[src/hw/rtl/antp_queue.sv]
// ----------------------------------------------------------------------------
// antp_queue
// Small flop-based FIFO, first word visible while not empty.
// ----------------------------------------------------------------------------
module antp_queue #(
   parameter int WIDTH = 8,
   parameter int DEPTH = 2
) (
   input  logic             clock,
   input  logic             reset,
   input  logic             push,
   input  logic [WIDTH-1:0] wdata,
   output logic             full,
   input  logic             pop,
   output logic [WIDTH-1:0] rdata,
   output logic             empty
);
   localparam int AW = $clog2(DEPTH);

   logic [WIDTH-1:0] mem_ff [DEPTH];
   logic [AW-1:0]    wptr_ff, wptr_in, rptr_ff, rptr_in;
   logic [AW:0]      cnt_ff, cnt_in;
   logic             do_push, do_pop;

   assign full    = (cnt_ff == (AW+1)'(DEPTH));
   assign empty   = (cnt_ff == '0);
   assign do_push = push && !full;
   assign do_pop  = pop && !empty;
   assign rdata   = mem_ff[rptr_ff];

   always_comb begin
      wptr_in = do_push ? wptr_ff + 1'b1 : wptr_ff;
      rptr_in = do_pop ? rptr_ff + 1'b1 : rptr_ff;
      cnt_in  = cnt_ff + (AW+1)'(do_push) - (AW+1)'(do_pop);
   end

   always_ff @(posedge clock) begin
      if (reset) begin
         wptr_ff <= '0;
         rptr_ff <= '0;
         cnt_ff  <= '0;
      end else begin
         wptr_ff <= wptr_in;
         rptr_ff <= rptr_in;
         cnt_ff  <= cnt_in;
      end
   end

   always_ff @(posedge clock) begin
      if (do_push) begin
         mem_ff[wptr_ff] <= wdata;
      end
   end

endmodule

[config.mk]
export PLATFORM = sky130hd
export DESIGN_NAME = antp_queue
export DESIGN_NICKNAME = d
export VERILOG_FILES = /design/src/hw/rtl/antp_queue.sv
export SDC_FILE = /design/constraint.sdc
export NUM_CORES = 1
export LEC_CHECK = 0
export BUFFER_PORTS_ARGS = -buffer_cell sky130_fd_sc_hd__buf_2
export CAP_MARGIN = 20
export CORE_AREA = 4 4 46 48
export CTS_CLUSTER_DIAMETER = 200
export DETAILED_ROUTE_END_ITERATION = 8
export DIE_AREA = 0 0 50 52
export PLACE_DENSITY = 0.73
export SETUP_SLACK_MARGIN = 0.05
export SYNTH_ARGS = -nofsm -noshare
export SYNTH_HDL_FRONTEND = slang
export SYNTH_SLANG_ARGS = --single-unit
export TNS_END_PERCENT = 5
[constraint.sdc]
create_clock -name clock -period 2 [get_ports clock]
set_clock_uncertainty 0.05 [all_clocks]
set_input_delay 0.4 -clock clock [delete_from_list [all_inputs] [get_ports clock]]
set_output_delay 0.4 -clock clock [all_outputs]
set_load 0.1 [all_outputs]
==> out/qor.yml <==
grt:
  grt_max_degree: 12
  grt_pass1_wl_mm: 2.21
  grt_antenna_before_repair: 0
  grtUsageTotal: 0.119
  grt_overflow_total: 0
  grt_pass1_vias: 515
timing:
  period_needed_ns: 1.84
  fin_hold_ws_ns: 0.237
  setup_ws_ns: 0.162
  setup_viol: 0
  slew_violations: 0
  rsz0062_at_grt: "no"
  fin_setup_tns_ns: 0
  worstMarginPinSlew_ns: 0.487
  hold_viol_final: 0
  fmax_mhz: 544
  period_share: 0.919
  slew_headroom: 0.677
clocking:
  htree_levels: 1
  cts.sinks: 21
  cts_root_buf: "clkbuf_4"
  cts_made_buffers: 3
  path_clk_slew_ns: 0.11
  cts_tree: "built"
  clock_path_buffers: 2
  clk_latency_ns: 0.29
synth:
  ys.flop_type: "edfxtp_1"
  synth_area_um2: 811
  syn_avg_cell_area_um2: 15.6
  syn-num-nets: 66
  synth_edf_count: 16
  ys_seq_area_frac: 0.716
  synthArstFlopShare: 0
  syn_inst: 52
  yosysWarnings: 0
  ys_types: 21
  synth-seq-cells: 21
floorplanning:
  rows: 15
  placeableCoreArea_mm2: 0.00171
  die-height_um: 52
  ioPinCount: 22
  dieWidth_um: 50
  die_area_mm2: 0.00260
  start_util: 0.475
run:
  cap_viol_max_count: 0
critical_path:
  path_buf_inv: 1
  criticalPathCategory: "flip-flop to primary output"
  cp_cell_sequence: "mux2_2 > buf_2"
  worst_setup_path_end_kind: "primary output"
  cp.required_ns: 1.55
  critPathLaunchType: "flip-flop"
  cp_max_fo: 8
  slowest_stage: "dfxtp_2"
  crit_family: "flip-flops"
  worst_path_largest_cell_delay_ns: 0.45
  cp.arrival_ns: 1.39
routing:
  drt_pass1_iterations: 2
  wl_mm: 1.23
  vias_per_cell: 4.68
  avgRoutedWirePerCell_um: 12.2
  num_vias: 473
  drc: 0
  ant_nets: 0
  drt_iter0_markers: 2
placement:
  dp_slack_ns: 0.305
  place_congestion: 0.665
  hpwl_um: 954
  io_buffers: 21
  placed_cells: 97
outcome:
  status: "finished, final reports clean"
layout:
  layout-area-overhead-vs-synth_pct: 19.9
  antenna_cells: 0
  drive_gt1_frac: 0.434
  finalNetCount: 91
  final_cell_count_no_fill: 101
hold_path:
  hold_path_class: "input port to flip-flop"
==> per-stage QoR <==
stage / cell area [um^2] / utilization
floorplan: 813 / -
global placement: 945 / 0.553
detailed placement: 945 / 0.553
CTS: 972 / 0.569
global route: 972 / 0.569
finish: 972 / 0.569
==> placed cells by master (no fill, tap or decap) <==
cell / synthesis / layout
dfxtp_1: 5 / 4
o21ai_0: 1 / 1
edfxtp_1: 16 / 16
nor2b_1: 1 / 1
nor2_1: 4 / 3
and2_1: 1 / 1
nor2_2: 0 / 1
a21oi_1: 1 / 1
buf_2: 1 / 21
dfxtp_2: 0 / 1
or3_1: 1 / 1
inv_1: 3 / 3
and3_2: 1 / 1
xor2_1: 1 / 1
xnor2_1: 1 / 1
mux2_2: 3 / 3
nor3_1: 1 / 1
clkbuf_1: 0 / 1
mux2_1: 5 / 5
inv_2: 1 / 1
ha_1: 2 / 2
o21a_2: 1 / 1
nand2_1: 1 / 1
nand2b_2: 1 / 1
clkbuf_4: 0 / 3
==> area by class of cell <==
cell class	count	area [um^2]
clock buffer	4	26.3
fill	152	736
inverter	4	15.0
multi-input combinational	26	213
sequential	21	582
tap	25	31.3
timing repair buffer	21	105
==> what timing repair did <==
item	CTS	global route
resized for setup	1	0
hold endpoints to repair	0	0
buffers inserted	0	0
endpoints found under the setup margin	8	0
hold buffers	0	0
==> cell families (layout without fill, tap and decap cells) <==
group	Yosys count	count (layout)	synth area share
DFF	21	21	0.716
and+or+nand+nor	11	11	0.0725
muxes	8	8	0.111
buffers and inverters	5	29	0.0247
AOI/OAI and AO/OA	3	3	0.0231
adders and majority gates	2	2	0.0309
xor gates and xnor gates	2	2	0.0216
==> worst paths after layout <==
| kind | startpoint | to | slack, ns | depth (start not counted) |
|---|---|---|---|---|
| min reg2reg | wptr_ff | wptr_ff | 0.45 | 2 |
| min | wdata[2] | mem_ff[0][2] | 0.24 | 1 |
| max reg2reg | cnt_ff[0] | cnt_ff[1] | 0.35 | 8 |
| max | flip-flop | rdata[5] | 0.16 | 2 |
==> cells in the mapped netlist, drive strengths merged, types with 2 or more instances <==
cell type / instances / share of area
edfxtp: 16 / 0.59
dfxtp: 5 / 0.12
mux2: 8 / 0.11
ha: 2 / 0.031
inv: 4 / 0.019
nor2: 4 / 0.019
==> layer usage <==
metal / part of all wire / GRT usage / vias up
li1: - / - / 235
met1: 0.41 / 0.135 / 224
met2: 0.55 / 0.193 / 14
met3: 0.045 / 0.0401 / 0
met4: 0 / 0.0691 / 0
met5: 0 / 0 / -
==> registers in the layout, indices dropped and copies added (netlist names), named ones only <==
name,flops
mem_ff,16
cnt_ff,2
rptr_ff,1
wptr_ff,1
Power is not shown: default switching activity piles up to over one toggle a cycle in this logic, so the estimate is an artifact.
