===== config.mk =====
export PLATFORM = sky130hd
export DESIGN_NAME = antp_front
export DESIGN_NICKNAME = d
export VERILOG_FILES = /design/src/hw/rtl/antp_pkg.sv /design/src/hw/rtl/antp_front.sv
export SDC_FILE = /design/constraint.sdc
export NUM_CORES = 2
export LEC_CHECK = 0
export BUFFER_PORTS_ARGS = -buffer_cell sky130_fd_sc_hd__buf_2
export CAP_MARGIN = 0
export CORE_ASPECT_RATIO = 1.2
export CORE_MARGIN = 3
export CORE_UTILIZATION = 50
export DETAILED_ROUTE_END_ITERATION = 6
export PLACE_DENSITY_LB_ADDON = 0.15
export RECOVER_POWER = 25
export SETUP_SLACK_MARGIN = 0.4
export SYNTH_ARGS = -nofsm -noshare
export SYNTH_HDL_FRONTEND = slang
export SYNTH_SLANG_ARGS = --single-unit

===== constraint.sdc =====
create_clock -name clock -period 21.9 [get_ports clock]
set_input_delay 1.095 -clock clock [delete_from_list [all_inputs] [get_ports clock]]
set_output_delay 1.095 -clock clock [all_outputs]
set_load 0.02 [all_outputs]

===== src/hw/rtl/antp_pkg.sv =====
// ----------------------------------------------------------------------------
// antp_pkg
// Types, tables and constants shared by the antenna noise temperature blocks.
// ----------------------------------------------------------------------------
package antp_pkg;

   localparam int NPTS    = 26;
   localparam int NSRC    = 5;
   localparam int SEG_W   = 5;
   localparam int FREQ_W  = 17;
   localparam int SPAN_W  = 14;
   localparam int TAB_W   = 33;
   localparam int PROD_W  = 37;
   localparam int DIV_W   = PROD_W + 1;
   localparam int BASE_W  = 20;
   localparam int TOT_W   = 30;
   localparam int SUM_W   = DIV_W + 3;
   localparam int TAB_FRAC = 8;

   localparam logic [TOT_W-1:0] TOTAL_MAX = '1;

   // source order in the enable vector
   localparam int SRC_MAN = 0;
   localparam int SRC_GAL = 1;
   localparam int SRC_SUN = 2;
   localparam int SRC_SKY = 3;
   localparam int SRC_COS = 4;

   localparam logic [FREQ_W-1:0] FREQ_MHZ [NPTS] = '{
      17'd10, 17'd20, 17'd50, 17'd80, 17'd100, 17'd200, 17'd500, 17'd900,
      17'd1000, 17'd1400, 17'd2000, 17'd2800, 17'd5000, 17'd6200, 17'd10000,
      17'd16000, 17'd20000, 17'd24000, 17'd30000, 17'd40000, 17'd50000,
      17'd60000, 17'd70000, 17'd80000, 17'd90000, 17'd100000};

   // noise temperatures, kelvin * 2^8
   localparam logic [TAB_W-1:0] NOISE_TAB [NSRC][NPTS] = '{
      '{33'd7424000000, 33'd1481282743, 33'd148128274, 33'd37208140,
        33'd11766247, 33'd2634135, 33'd832987, 33'd468423,
        33'd0, 33'd0, 33'd0, 33'd0, 33'd0, 33'd0, 33'd0, 33'd0, 33'd0,
        33'd0, 33'd0, 33'd0, 33'd0, 33'd0, 33'd0, 33'd0, 33'd0, 33'd0},
      '{33'd93462623, 33'd18648245, 33'd2955548, 33'd934626, 33'd832987,
        33'd186482, 33'd23477, 33'd5897, 33'd4684, 33'd2634, 33'd1481,
        33'd1177, 33'd0, 33'd0, 33'd0, 33'd0, 33'd0, 33'd0, 33'd0, 33'd0,
        33'd0, 33'd0, 33'd0, 33'd0, 33'd0, 33'd0},
      '{33'd0, 33'd0, 33'd0, 33'd0, 33'd186482449, 33'd132019463,
        33'd58970928, 33'd41748220, 33'd33161790, 33'd23476749,
        33'd16620266, 33'd11766247, 33'd5255790, 33'd4174822, 33'd2955548,
        33'd2092367, 33'd1864824, 33'd1662027, 33'd1481283, 33'd1320195,
        33'd1176625, 33'd1176625, 33'd1176625, 33'd1176625, 33'd1176625,
        33'd1176625},
      '{33'd1176624706, 33'd4684227, 33'd0, 33'd0, 33'd0, 33'd0, 33'd0,
        33'd14813, 33'd16620, 33'd18648, 33'd20924, 33'd26341, 33'd29555,
        33'd33162, 33'd37208, 33'd46842, 33'd58971, 33'd74240, 33'd74240,
        33'd74240, 33'd74240, 33'd74240, 33'd74240, 33'd74240, 33'd74240,
        33'd74240},
      '{33'd0, 33'd0, 33'd0, 33'd0, 33'd0, 33'd0, 33'd0, 33'd0, 33'd0,
        33'd691, 33'd691, 33'd691, 33'd691, 33'd691, 33'd691, 33'd691,
        33'd0, 33'd0, 33'd0, 33'd0, 33'd0, 33'd0, 33'd0, 33'd0, 33'd0,
        33'd0}};

   typedef struct packed {
      logic [FREQ_W-1:0] carrier_mhz;
      logic              man_made_on;
      logic              galactic_on;
      logic              sun_on;
      logic              sky_on;
      logic              cosmic_on;
   } req_type;

   typedef struct packed {
      logic [TOT_W-1:0] total_temp;
      logic             out_of_range;
   } rsp_type;

   // front -> back: partial products per source
   typedef struct packed {
      logic [NSRC-1:0][PROD_W-1:0] p1;
      logic [NSRC-1:0][PROD_W-1:0] p2;
      logic [NSRC-1:0]             dec;
      logic [SPAN_W-1:0]           span;
      logic                        oor;
   } mid_type;

endpackage


===== src/hw/rtl/antp_front.sv =====
// ----------------------------------------------------------------------------
// antp_front
// Range check, segment search, table lookup and interpolation products.
// ----------------------------------------------------------------------------
module antp_front (
   input  logic              clock,
   input  logic              reset,
   input  logic              in_vld,
   input  antp_pkg::req_type in_data,
   output logic              in_rdy,
   output logic              out_vld,
   output antp_pkg::mid_type out_data,
   input  logic              out_full
);
   localparam int NS = antp_pkg::NSRC;

   // stage 1: classify
   logic                              s1_vld_ff, s1_vld_in;
   logic [antp_pkg::FREQ_W-1:0]       s1_c_ff;
   logic [antp_pkg::SEG_W-1:0]        s1_seg_ff, seg_w;
   logic [NS-1:0]                     s1_en_ff, en_w;
   logic                              s1_oor_ff, oor_w, outside_w;
   // stage 2: products
   logic                              s2_vld_ff, s2_vld_in;
   antp_pkg::mid_type                 s2_ff, s2_w;
   logic                              adv1, adv2;

   assign adv2   = !s2_vld_ff || !out_full;
   assign adv1   = !s1_vld_ff || adv2;
   assign in_rdy = adv1;
   assign out_vld  = s2_vld_ff;
   assign out_data = s2_ff;

   always_comb begin
      en_w = {in_data.cosmic_on, in_data.sky_on, in_data.sun_on,
              in_data.galactic_on, in_data.man_made_on};
      outside_w = (in_data.carrier_mhz < antp_pkg::FREQ_MHZ[0]) ||
                  (in_data.carrier_mhz > antp_pkg::FREQ_MHZ[antp_pkg::NPTS-1]);
      oor_w = outside_w && (en_w != '0);
      seg_w = '0;
      for (int i = 0; i < antp_pkg::NPTS - 1; i++) begin
         if (antp_pkg::FREQ_MHZ[i] <= in_data.carrier_mhz) begin
            seg_w = antp_pkg::SEG_W'(i);
         end
      end
      if (outside_w) begin
         en_w  = '0;
         seg_w = '0;
      end
   end

   always_comb begin
      logic [antp_pkg::SEG_W-1:0]         seg_hi;
      logic [antp_pkg::FREQ_W-1:0]        f1, span17;
      logic [antp_pkg::SPAN_W-1:0]        span, off;
      logic [antp_pkg::TAB_W-1:0]         t1, t2, dt;
      logic [antp_pkg::TAB_W+antp_pkg::SPAN_W-1:0] m1, m2;
      seg_hi = s1_seg_ff + 1'b1;
      f1     = antp_pkg::FREQ_MHZ[s1_seg_ff];
      span17 = antp_pkg::FREQ_MHZ[seg_hi] - f1;
      span   = span17[antp_pkg::SPAN_W-1:0];
      off    = antp_pkg::SPAN_W'(s1_c_ff - f1);
      s2_w      = '0;
      s2_w.span = span;
      s2_w.oor  = s1_oor_ff;
      for (int s = 0; s < NS; s++) begin
         t1 = antp_pkg::NOISE_TAB[s][s1_seg_ff];
         t2 = antp_pkg::NOISE_TAB[s][seg_hi];
         dt = (t2 < t1) ? t1 - t2 : t2 - t1;
         m1 = {{antp_pkg::SPAN_W{1'b0}}, t1} * {{antp_pkg::TAB_W{1'b0}}, span};
         m2 = {{antp_pkg::SPAN_W{1'b0}}, dt} * {{antp_pkg::TAB_W{1'b0}}, off};
         // a source counts only with both segment ends nonzero
         if (s1_en_ff[s] && t1 != '0 && t2 != '0) begin
            s2_w.p1[s]  = m1[antp_pkg::PROD_W-1:0];
            s2_w.p2[s]  = m2[antp_pkg::PROD_W-1:0];
            s2_w.dec[s] = (t2 < t1);
         end
      end
   end

   always_comb begin
      s1_vld_in = adv1 ? in_vld : s1_vld_ff;
      s2_vld_in = adv2 ? s1_vld_ff : s2_vld_ff;
   end

   always_ff @(posedge clock) begin
      if (reset) begin
         s1_vld_ff <= 1'b0;
         s2_vld_ff <= 1'b0;
      end else begin
         s1_vld_ff <= s1_vld_in;
         s2_vld_ff <= s2_vld_in;
      end
   end

   always_ff @(posedge clock) begin
      if (adv1) begin
         s1_c_ff   <= in_data.carrier_mhz;
         s1_seg_ff <= seg_w;
         s1_en_ff  <= en_w;
         s1_oor_ff <= oor_w;
      end
      if (adv2) begin
         s2_ff <= s2_w;
      end
   end

endmodule


==> run metrics <==
status finished with violations; failing checks max-capacitance violations, max-slew violations; core box area about 0.25 mm²; WP buf/inv 10; Yosys warnings 0; clock root buffer clkbuf_16; routed len/inst roughly 24 µm; Yosys reg bits 400; WL final between 400 and 500 mm; unrepaired setup endpoints after global routing no; Max Fclk between 70 and 80 MHz; post-synthesis async set-or-reset flop share 0%; commonest non-fill, non-tap cell in the layout inv_1; worst-skew pair later-pin latency 0.77 ns; vias in the first global route about 110k; max-cap violation count 4; TNS Setup 0 ns; share of the synthesized area in the top cell type approximately two fifths; slowest CP cell ha_1; die height between 500 and 600 µm; Routed Antenna Nets 0; synth unique cells 106; type of the worst setup path reg2reg; HPWL after DPL 347 mm; fraction of layout cells with a size suffix above 1 5.89%; post_cts resized 0; Die X roughly 470 µm; Synth area leader fa_1; Fin. Hold Viols 0; initial antenna violation count 18; Crit. path cell count slightly above 40; number of synthesized flops with an enable pin around 400; via count just over 100k; clock skew 0.0636 ns; CTS clk-pin slew, worst paths roughly 0.09 ns; CTS tree yes; Synth-to-Final Area Change 6.24%; top cells by area, synth fa_1 (41%), ha_1 (11%), edfxtp_1 (9.3%); CP peak stage delay 1.00 ns; CTS Buf Count 51; vias per cell roughly 5.7; I/O Pins about 420; CTS Hold Bufs 0; CP endpoint kind flip-flop; first-pass GRT wire length 673 mm; R2R Path End out_data[167]; DP Cell Count roughly 18000; Row Count between 200 and 250; Main synth FF type edfxtp_1; Die ar. approximately 0.26 mm²; NumNets Final approximately 18000; minimum clock period ~14 ns; Worst Reg-to-Reg Cells 41; final period utilization 64.4%; capture point of the worst path out_data[167]; IO Port Bufs 400; post-synthesis sequential area ratio a little under a tenth; Final Setup Violations 0; synthesized instance count around 15000; area of the multi-input gates a little over 0.1 mm²; Crit. Startpoint s1_seg_ff[0]; Setup crit start kind flip-flop; Post-route DRC 0; Total GRT Usage 33.9%; slew margin rel. -215%; postcts setup bufs 0; fill count roughly 24000; reg2reg start s1_seg_ff[0]; Mapped Area between 0.1 and 0.15 mm²; DRT Pass-1 Iters 7; Initial Utilization roughly 50%; routability cong. a little over 1; most frequent cells in the layout inv_1 (2836), fa_1 (2633), nand2_1 (1994); critical path's top delay family adder cells; deepest clock path buffer count 3; crit path max fanout 36; Max Slew Vio Count 219; register area 0.0120 mm²; largest net degree at the start of global routing just over 100; Congestion Overflow GR 0; Reg2Reg Setup Slack between 7 and 8 ns; Critical Path AT roughly 15 ns; Avg Cell Area, Syn about 9 µm²; worst endpoint required time approximately 22 ns; Hold WC Path Type reg2reg; fin cells about 18000; htree depth 2; fin util 53.7%; 1st-iter DRT viols roughly 9400; Least-Margin Pin Slew about 4.7 ns; clock sink count 400
layout make-up:
| type | instances | share of cell area [%] |
|---|---|---|
| repair buffers | 676 | 2.97 |
| clock buffers | 56 | 0.951 |
| well taps | 3366 | 3.09 |
| flip-flops and latches | 400 | 8.81 |
| diodes | 5 | 0.00919 |
| multi-input cells | 10600 | 76.0 |
| clock inverters | 39 | 0.294 |
| inverters | 2864 | 7.90 |
worst register-to-register path, delay by kind of cell (launching register included):
kind / cells / cell delay (ns)
adder cells (fa/ha/maj): 9 / 4.43
AO/OA/AOI/OAI: 11 / 3.77
buffers and inverters: 10 / 2.75
AND/OR/NAND/NOR: 9 / 1.85
XOR/XNOR: 2 / 0.63
flip-flops: 1 / 0.36
cell usage after synthesis, types with 17 or more instances:
cell type,instances
a211oi_1,59
a21boi_0,21
a21o_1,201
a21oi_1,572
a31oi_1,62
and2_1,260
and3_1,39
buf_1,48
buf_2,48
buf_4,19
clkbuf_1,566
clkinv_1,19
edfxtp_1,398
fa_1,2635
ha_1,1123
inv_1,2838
mux2i_1,33
nand2_1,1994
nand2b_1,225
nand3_1,117
nand4_1,43
nor2_1,1463
nor2b_1,129
nor3_1,115
nor3b_1,17
o211ai_1,47
o21a_1,75
o21ai_0,337
o21bai_1,82
o22ai_1,20
o31ai_1,20
or2_2,39
or3_1,39
xnor2_1,354
xor2_1,187
logic make-up after synthesis:
group	share of synthesized area (%)
xor+xnor	3.82
compound gates	8.63
simple gates	15.2
buf+inv	10.5
fa+ha+maj	52.1
other cells	0.00293
flops	9.36
mux	0.310
worst min path at each step:
| stage | start | slack [ns] | endpoint | cells past startpoint |
|---|---|---|---|---|
| 2_1_floorplan | s1_oor_ff | 0.40 | out_data[0] | 0 |
| 3_3_place_gp | s1_oor_ff | 0.40 | out_data[0] | 0 |
| 3_5_place_dp | s1_oor_ff | 0.41 | out_data[0] | 0 |
| 4_1_cts | s1_oor_ff | 0.43 | out_data[0] | 0 |
| 5_1_grt | s1_oor_ff | 0.45 | out_data[0] | 0 |
| 6_report | s1_oor_ff | 0.43 | out_data[0] | 0 |
flip-flops by register name, summed over array words and instances, names as in the netlist:
register,flops
out_data,373
out_vld,1
s1_c_ff,14
s1_en_ff,5
s1_seg_ff,5
s1_oor_ff,1
s1_vld_ff,1
stage by stage:
step / worst slack, ns / hold slack (ns) / cell area (µm²)
2_1_floorplan: 9.80 / 0.400 / 128000
3_3_place_gp: 8.31 / 0.404 / 135000
3_5_place_dp: 8.12 / 0.413 / 135000
4_1_cts: 8.03 / 0.428 / 136000
5_1_grt: 7.08 / 0.454 / 136000
6_report: 7.80 / 0.432 / 136000
layer usage:
layer	wire length (µm)	GRT usage [%]	up-vias
li1	-	-	44700
met1	169000	43.3	52100
met2	202000	54.3	4755
met3	36800	6.33	1266
met4	31400	18.7	10
met5	56	0	-
Power is left out: the tool's default activity adds up to more than one toggle a clock period on the data nets, which glitch-free logic cannot reach.
